===== src/rtl/bmm_pkg.sv =====
// Shared types and constants for the Blakley modular multiplier.
`timescale 1ns / 1ps

package bmm_pkg;

  // Width of every operand, modulus and result field
  localparam int unsigned FieldW = 16;

  // Default number of multiplier bit positions scanned
  localparam int unsigned OperandBitsDef = 16;

  // Modulus after reset
  localparam logic [FieldW-1:0] ModulusReset = 16'd143;

  // Input item
  typedef struct packed {
    logic [FieldW-1:0] multiplicand;
    logic [FieldW-1:0] multiplier;
  } in_item_t;

  // Result item
  typedef struct packed {
    logic [FieldW-1:0] product_mod;
    logic              modulus_error;
  } out_item_t;

  // Payload of the multiplicand reduction stages
  typedef struct packed {
    logic [FieldW-1:0] rem;
    logic [FieldW-1:0] x;
    logic [FieldW-1:0] y;
  } xred_t;

  // Payload of the multiplier scan stages
  typedef struct packed {
    logic [FieldW-1:0] acc;
    logic [FieldW-1:0] xr;
    logic [FieldW-1:0] y;
  } scan_t;

endpackage


===== src/rtl/blakley_modular_multiplier.sv =====
// Top level of the pipelined Blakley modular multiplier.
`timescale 1ns / 1ps

// Computes multiplicand * multiplier mod m, where m is the single
// configuration register (reset value 143). One operand pair is taken per
// cycle and one result leaves per cycle while the output is not stalled.
// The first 16 stages reduce the multiplicand modulo m one dividend bit at a
// time (restoring division); the next OPERAND_BITS stages scan the
// multiplier most significant bit first, each doubling the partial
// remainder, adding the reduced multiplicand when the bit is set and
// bringing the sum back below m with at most one subtraction of m or 2m.
// Every stage holds its own valid bit and only backs up when the stage after
// it is full and blocked, so bubbles collapse and a stalled output does not
// stop the input while empty stages remain. A zero modulus gives a product
// of 0 with modulus_error set. The modulus may only be rewritten while no
// transfer is in flight; the config channel is always ready.

module blakley_modular_multiplier #(
  parameter int unsigned OPERAND_BITS = bmm_pkg::OperandBitsDef
) (
  input  logic                        clk_i,
  input  logic                        rst_ni,
  // configuration write
  input  logic                        cfg_valid_i,
  output logic                        cfg_ready_o,
  input  logic [bmm_pkg::FieldW-1:0]  cfg_data_i,
  // operand channel
  input  logic                        in_valid_i,
  output logic                        in_stall_o,
  input  bmm_pkg::in_item_t           in_data_i,
  // result channel
  output logic                        out_valid_o,
  input  logic                        out_stall_i,
  output bmm_pkg::out_item_t          out_data_o
);

  localparam int unsigned NumXred = bmm_pkg::FieldW;

  logic [bmm_pkg::FieldW-1:0] modulus_d, modulus_q;
  logic                       mod_zero;

  // reduction chain: index k feeds stage k
  logic           xv   [0:NumXred];
  logic           xrdy [0:NumXred];
  bmm_pkg::xred_t xd   [0:NumXred];

  // scan chain
  logic           sv   [0:OPERAND_BITS];
  logic           srdy [0:OPERAND_BITS];
  bmm_pkg::scan_t sd   [0:OPERAND_BITS];

  // ---- modulus register
  assign cfg_ready_o = 1'b1;
  assign modulus_d   = cfg_valid_i ? cfg_data_i : modulus_q;

  always_ff @(posedge clk_i or negedge rst_ni) begin
    if (!rst_ni) begin
      modulus_q <= bmm_pkg::ModulusReset;
    end else begin
      modulus_q <= modulus_d;
    end
  end

  assign mod_zero = (modulus_q == '0);

  // ---- input side
  assign xv[0]      = in_valid_i;
  assign xd[0].rem  = '0;
  assign xd[0].x    = in_data_i.multiplicand;
  assign xd[0].y    = in_data_i.multiplier;
  assign in_stall_o = !xrdy[0];

  // ---- x mod m, MSB first
  for (genvar k = 0; k < NumXred; k++) begin : g_xred
    bmm_xred_stage #(
      .BitPos(NumXred - 1 - k)
    ) u_stage (
      .clk_i     (clk_i),
      .rst_ni    (rst_ni),
      .modulus_i (modulus_q),
      .valid_i   (xv[k]),
      .ready_o   (xrdy[k]),
      .data_i    (xd[k]),
      .valid_o   (xv[k+1]),
      .ready_i   (xrdy[k+1]),
      .data_o    (xd[k+1])
    );
  end

  // ---- hand over to the scan chain
  assign sv[0]         = xv[NumXred];
  assign xrdy[NumXred] = srdy[0];
  assign sd[0].acc     = '0;
  assign sd[0].xr      = xd[NumXred].rem;
  assign sd[0].y       = xd[NumXred].y;

  for (genvar i = 0; i < OPERAND_BITS; i++) begin : g_scan
    bmm_scan_stage #(
      .BitPos(OPERAND_BITS - 1 - i)
    ) u_stage (
      .clk_i     (clk_i),
      .rst_ni    (rst_ni),
      .modulus_i (modulus_q),
      .valid_i   (sv[i]),
      .ready_o   (srdy[i]),
      .data_i    (sd[i]),
      .valid_o   (sv[i+1]),
      .ready_i   (srdy[i+1]),
      .data_o    (sd[i+1])
    );
  end

  // ---- output side: last scan stage is the output register
  assign srdy[OPERAND_BITS]       = !out_stall_i;
  assign out_valid_o              = sv[OPERAND_BITS];
  assign out_data_o.product_mod   = mod_zero ? '0 : sd[OPERAND_BITS].acc;
  assign out_data_o.modulus_error = mod_zero;

`ifndef SYNTHESIS
  // a delivered product is fully reduced
  assert property (@(posedge clk_i) disable iff (!rst_ni)
    out_valid_o && !mod_zero |-> out_data_o.product_mod < modulus_q)
    else $error("product not reduced below modulus");

  // reduced multiplicand leaving the division chain is below m
  assert property (@(posedge clk_i) disable iff (!rst_ni)
    xv[NumXred] && !mod_zero |-> xd[NumXred].rem < modulus_q)
    else $error("multiplicand reduction out of range");

  // the input only backs up once the pipe is full behind a stalled output
  assert property (@(posedge clk_i) disable iff (!rst_ni)
    in_stall_o |-> out_stall_i && out_valid_o)
    else $error("input stalled without output back-pressure");
`endif

endmodule


===== src/rtl/bmm_xred_stage.sv =====
// One restoring-division step of the multiplicand reduction x mod m.
`timescale 1ns / 1ps

module bmm_xred_stage #(
  parameter int unsigned BitPos = 0
) (
  input  logic                        clk_i,
  input  logic                        rst_ni,
  input  logic [bmm_pkg::FieldW-1:0]  modulus_i,
  input  logic                        valid_i,
  output logic                        ready_o,
  input  bmm_pkg::xred_t              data_i,
  output logic                        valid_o,
  input  logic                        ready_i,
  output bmm_pkg::xred_t              data_o
);

  logic                       valid_d, valid_q;
  bmm_pkg::xred_t             data_d, data_q;
  logic [bmm_pkg::FieldW:0]   shifted;
  logic [bmm_pkg::FieldW:0]   diff;

  // bring down the next dividend bit, subtract the modulus if it fits
  always_comb begin
    shifted = {data_i.rem, data_i.x[BitPos]};
    diff    = shifted - {1'b0, modulus_i};
    data_d  = data_i;
    if (shifted >= {1'b0, modulus_i}) begin
      data_d.rem = diff[bmm_pkg::FieldW-1:0];
    end else begin
      data_d.rem = shifted[bmm_pkg::FieldW-1:0];
    end
  end

  assign ready_o = !valid_q || ready_i;
  assign valid_d = ready_o ? valid_i : valid_q;

  always_ff @(posedge clk_i or negedge rst_ni) begin
    if (!rst_ni) begin
      valid_q <= 1'b0;
    end else begin
      valid_q <= valid_d;
    end
  end

  always_ff @(posedge clk_i) begin
    if (ready_o && valid_i) begin
      data_q <= data_d;
    end
  end

  assign valid_o = valid_q;
  assign data_o  = data_q;

endmodule


===== src/rtl/bmm_scan_stage.sv =====
// One Blakley step: acc = (2*acc + bit*xr) mod m.
`timescale 1ns / 1ps

module bmm_scan_stage #(
  parameter int unsigned BitPos = 0
) (
  input  logic                        clk_i,
  input  logic                        rst_ni,
  input  logic [bmm_pkg::FieldW-1:0]  modulus_i,
  input  logic                        valid_i,
  output logic                        ready_o,
  input  bmm_pkg::scan_t              data_i,
  output logic                        valid_o,
  input  logic                        ready_i,
  output bmm_pkg::scan_t              data_o
);

  logic                         valid_d, valid_q;
  bmm_pkg::scan_t               data_d, data_q;
  logic                         scan_bit;
  logic [bmm_pkg::FieldW+1:0]   sum;
  logic [bmm_pkg::FieldW+1:0]   mod1;
  logic [bmm_pkg::FieldW+1:0]   mod2;

  // positions beyond the operand field read as zero
  if (BitPos < bmm_pkg::FieldW) begin : g_bit
    assign scan_bit = data_i.y[BitPos];
  end else begin : g_zero
    assign scan_bit = 1'b0;
  end

  // acc and xr are below m, so the sum stays below 3m
  always_comb begin
    mod1   = {2'b00, modulus_i};
    mod2   = {1'b0, modulus_i, 1'b0};
    sum    = {1'b0, data_i.acc, 1'b0} + (scan_bit ? {2'b00, data_i.xr} : '0);
    data_d = data_i;
    priority if (sum >= mod2) begin
      data_d.acc = bmm_pkg::FieldW'(sum - mod2);
    end else if (sum >= mod1) begin
      data_d.acc = bmm_pkg::FieldW'(sum - mod1);
    end else begin
      data_d.acc = sum[bmm_pkg::FieldW-1:0];
    end
  end

  assign ready_o = !valid_q || ready_i;
  assign valid_d = ready_o ? valid_i : valid_q;

  always_ff @(posedge clk_i or negedge rst_ni) begin
    if (!rst_ni) begin
      valid_q <= 1'b0;
    end else begin
      valid_q <= valid_d;
    end
  end

  always_ff @(posedge clk_i) begin
    if (ready_o && valid_i) begin
      data_q <= data_d;
    end
  end

  assign valid_o = valid_q;
  assign data_o  = data_q;

endmodule


===== config.mk =====
export PLATFORM = sky130hd
export DESIGN_NAME = blakley_modular_multiplier
export DESIGN_NICKNAME = d
export VERILOG_FILES = /design/src/rtl/bmm_pkg.sv /design/src/rtl/blakley_modular_multiplier.sv /design/src/rtl/bmm_xred_stage.sv /design/src/rtl/bmm_scan_stage.sv
export SDC_FILE = /design/constraint.sdc
export NUM_CORES = 2
export LEC_CHECK = 0
export BUFFER_PORTS_ARGS = -buffer_cell sky130_fd_sc_hd__buf_4
export CAP_MARGIN = 20
export CORE_MARGIN = 10
export CORE_UTILIZATION = 45
export DETAILED_ROUTE_END_ITERATION = 10
export PLACE_DENSITY_LB_ADDON = 0.05
export SLEW_MARGIN = 0
export SYNTH_ARGS = -nofsm -noshare
export SYNTH_HDL_FRONTEND = slang
export SYNTH_SLANG_ARGS = --single-unit

===== constraint.sdc =====
create_clock -name clk_i -period 13.5 [get_ports clk_i]
set_input_delay 0.675 -clock clk_i [delete_from_list [all_inputs] [get_ports clk_i]]
set_output_delay 0.675 -clock clk_i [all_outputs]
set_load 0.02 [all_outputs]

==> flow_summary.yaml <==
logic_synthesis:
  synthFlopType: "edfxtp_1"
  syn-cell-area_mm2: 0.0913
  synth_top_area_share_pct: 41.0
  synthCells: 8662
  synth_seq_cells: 1296
  async_reset_ff_share_pct: 3.70
  yosys-top-cells-area: "edfxtp_1 (41%), ha_1 (13%), xnor2_1 (4.6%)"
  syn_area_per_cell_um2: 10.5
  yosysSeqAreaShare_pct: 42.4
  synthDistinctLibCells: 95
  syn_nets: 9755
  ys_warn_count: 0
  yosys.area.top_type: "edfxtp_1"
  synth_edf_count: 1248
timing:
  grt_setup_unrepaired: "false"
  period_share_pct: 44.8
  clock.fmax_ghz: 0.165
  fin_setup_tns_ns: 0
  hold_viol_final: 0
  setup_viol: 0
  worst_pin_slew_ns: 1.09
  slew_viol_final: 0
  slew_headroom_pct: 27.2
  skew_ns: 0.0505
  period_minus_slack_ns: 6.04
floorplanning:
  fp.coreArea_mm2: 0.202
  rows: 165
  dieHeight_um: 470
  die_w_um: 470
  die_area_mm2: 0.221
  start_util_pct: 45.2
  pin_count: 73
run_status:
  status: "finished, final reports clean"
critical_path:
  crit_buf_inv: 0
  required_ns: 14.01
  arrival_ns: 6.56
  reg2reg_depth: 18
  crit_slowest_cell: "a2111oi_0"
  crit_path_end_kind: "flip-flop"
  cp_top_family: "compound AO/OA/AOI/OAI gates"
  cp_max_fo: 18
  crit_path_max_incr_delay_ns: 0.71
  crit_path_start_kind: "flip-flop"
  crit_cells: 18
  rr_endpoint: "g_scan[9].u_stage.data_o[43]"
  crit_type: "flip-flop to flip-flop"
  worstReg2RegStart: "g_scan[8].u_stage.data_o[6]"
  cp_cell_sequence: "and2_1 > ha_1 > a21oi_1 > nor2b_1 > a311oi_1 > a21oi_1 > and2_1 > o21ai_0 > a221oi_1 > ha_1 > and3_1 > o31a_1 > a2111oi_0 > o31ai_1 > nor4_1 > mux2_2 > mux2i_1 > mux2i_1"
  r2r_slack_ns: 7.46
min_path:
  hold_depth: 3
  hold_path.class: "input port to flip-flop"
  hp-start: "cfg_data_i[2]"
  min_to: "modulus_q[2]"
clocking:
  cts.sink_count: 1296
  insertion_delay_ns: 0.81
  root_buffer: "clkbuf_16"
  postCtsSetupBuffers: 0
  clk_path_buf_depth: 3
  htreeDepth: 4
  cts.clk_slew.worst_paths_ns: 0.06
  numCtsBuffers: 150
  cts_tree: "built"
placed_design:
  placed_area_mm2: 0.0956
  hpwlAfterDp_um: 180000
  numPortBuffers: 71
  gp_congestion: 0.893
layout:
  drive_above_1_share_pct: 7.61
  fin_util_pct: 50.1
  fin_nets: 9974
  area_growth_pct: 11.0
  fill_cells: 18117
  final_area_mm2: 0.101
routing:
  drc: 0
  routedWlPerCell_um: 20.7
  wl_um: 242000
  first_iter_violations: 4664
  drt.antenna.violating_nets: 0
  vias: 67144
  dr.pass1.iters: 6
  viasPerCell: 5.75
global_routing:
  grt_pass1_wl_um: 374000
  grtUsageTotal_pct: 21.2
  overflow: 0
  antenna_found_initial: 10
  grt_start_max_net_pins: 49
  grt_pass1_vias: 65465
job:
  maxCapViolCount: 0
layout make-up:
class                   count  area, µm²  area share, %
inverters                 307       1190           1.18
flip-flops and latches   1296      38700           38.2
repair buffers            195       1720           1.70
clock inverters           107       1310           1.29
clock buffers             168       3840           3.79
diodes                      1       2.50        0.00247
multi-input cells        6931      51200           50.6
well taps                2672       3340           3.30
state kept, by name, indices dropped and copies added, names as in the netlist:
name	cells
g_scan.u_stage.data_o	616
g_scan.u_stage.valid_o	16
g_xred.u_stage.data_o	632
g_xred.u_stage.valid_o	16
modulus_q	16
worst max path at each step:
stage                                      from                            end  slack, ns
global placement    g_scan[9].u_stage.data_o[5]  g_scan[10].u_stage.data_o[36]       7.67
finish              g_scan[8].u_stage.data_o[6]   g_scan[9].u_stage.data_o[43]       7.46
floorplan                          modulus_q[1]  g_scan[11].u_stage.data_o[33]       7.59
global route        g_scan[9].u_stage.data_o[5]  g_scan[10].u_stage.data_o[46]       7.09
detailed placement  g_scan[9].u_stage.data_o[5]  g_scan[10].u_stage.data_o[46]       7.63
CTS                 g_scan[9].u_stage.data_o[5]  g_scan[10].u_stage.data_o[46]       7.62
repair_timing:
action / in CTS / in global routing
gates resized for setup: 0 / 0
hold endpoints to repair: 74 / 0
hold buffers: 32 / 0
per-stage QoR:
stage	setup slack, ns	cells	hold slack (ns)
3_5_place_dp	7.63	11358	0.405
2_1_floorplan	7.59	8662	0.379
6_report	7.46	11677	0.0794
4_1_cts	7.62	11665	0.0101
5_1_grt	7.09	11677	0.0514
3_3_place_gp	7.67	11354	0.400
cell usage in the layout, fill, tap and decap left out, drive strengths merged, types with 142 or more instances in the layout:
cell type / instances
mux2: 142
ha: 978
a21oi: 706
nand2: 496
and2: 278
edfxtp: 1248
nand3: 199
nor3: 198
inv: 317
buf: 163
o21ai: 488
xnor2: 483
nor2b: 153
clkbuf: 168
mux2i: 298
nor2: 648
xor2: 234
a21o: 201
worst register-to-register path: stages, from the launching register on:
cell and delay (ns):
edfxtp_1 0.58, and2_1 0.26, ha_1 0.29, a21oi_1 0.07
nor2b_1 0.16, a311oi_1 0.16, a21oi_1 0.37, and2_1 0.21
o21ai_0 0.09, a221oi_1 0.63, ha_1 0.45, and3_1 0.19
o31a_1 0.11, a2111oi_0 0.71, o31ai_1 0.24, nor4_1 0.29
mux2_2 0.57, mux2i_1 0.27, mux2i_1 0.10
cell families after synthesis:
kind of cell,Yosys count,share of synthesized area [%]
AND/OR/NAND/NOR,2534,13.8
AO/OA/AOI/OAI,2199,15.3
flip-flops,1296,42.4
adder cells (fa/ha/maj),1040,14.8
XOR/XNOR,717,6.88
multiplexers,440,5.02
buffers and inverters,435,1.87
other,1,0.00411
routing by layer:
metal | GRT usage [%] | vias to the layer above | routed length (µm)
li1 | - | 33194 | -
met1 | 28.6 | 32152 | 112000
met2 | 35.5 | 1424 | 113000
met4 | 6.59 | 0 | 7660
met5 | 0 | - | 0
met3 | 2.44 | 374 | 9780
synth_stat cells (all sizes together), types with 17 or more instances:
| cell | number |
|---|---|
| o21ai | 488 |
| a2111oi | 19 |
| nor2 | 648 |
| nor4 | 54 |
| o41ai | 20 |
| clkbuf | 89 |
| buf | 39 |
| xnor2 | 483 |
| nor2b | 153 |
| ha | 978 |
| o211ai | 46 |
| dfrtp | 43 |
| o21bai | 70 |
| fa | 62 |
| nor3 | 198 |
| mux2i | 298 |
| a211o | 22 |
| xor2 | 234 |
| or2 | 52 |
| a31o | 20 |
| nor3b | 21 |
| nand3b | 19 |
| a31oi | 73 |
| a21oi | 706 |
| a21boi | 60 |
| nand4 | 129 |
| or3 | 91 |
| o311ai | 17 |
| nand2b | 91 |
| a41oi | 18 |
| o31ai | 59 |
| mux2 | 142 |
| a21o | 201 |
| o21a | 110 |
| nand3 | 199 |
| o221ai | 25 |
| o31a | 29 |
| and3 | 66 |
| edfxtp | 1248 |
| and2 | 278 |
| nand2 | 496 |
| a211oi | 98 |
| inv | 307 |
Power is left out: the tool's default activity adds up to more than one toggle a clock period on the data nets, which glitch-free logic cannot reach.
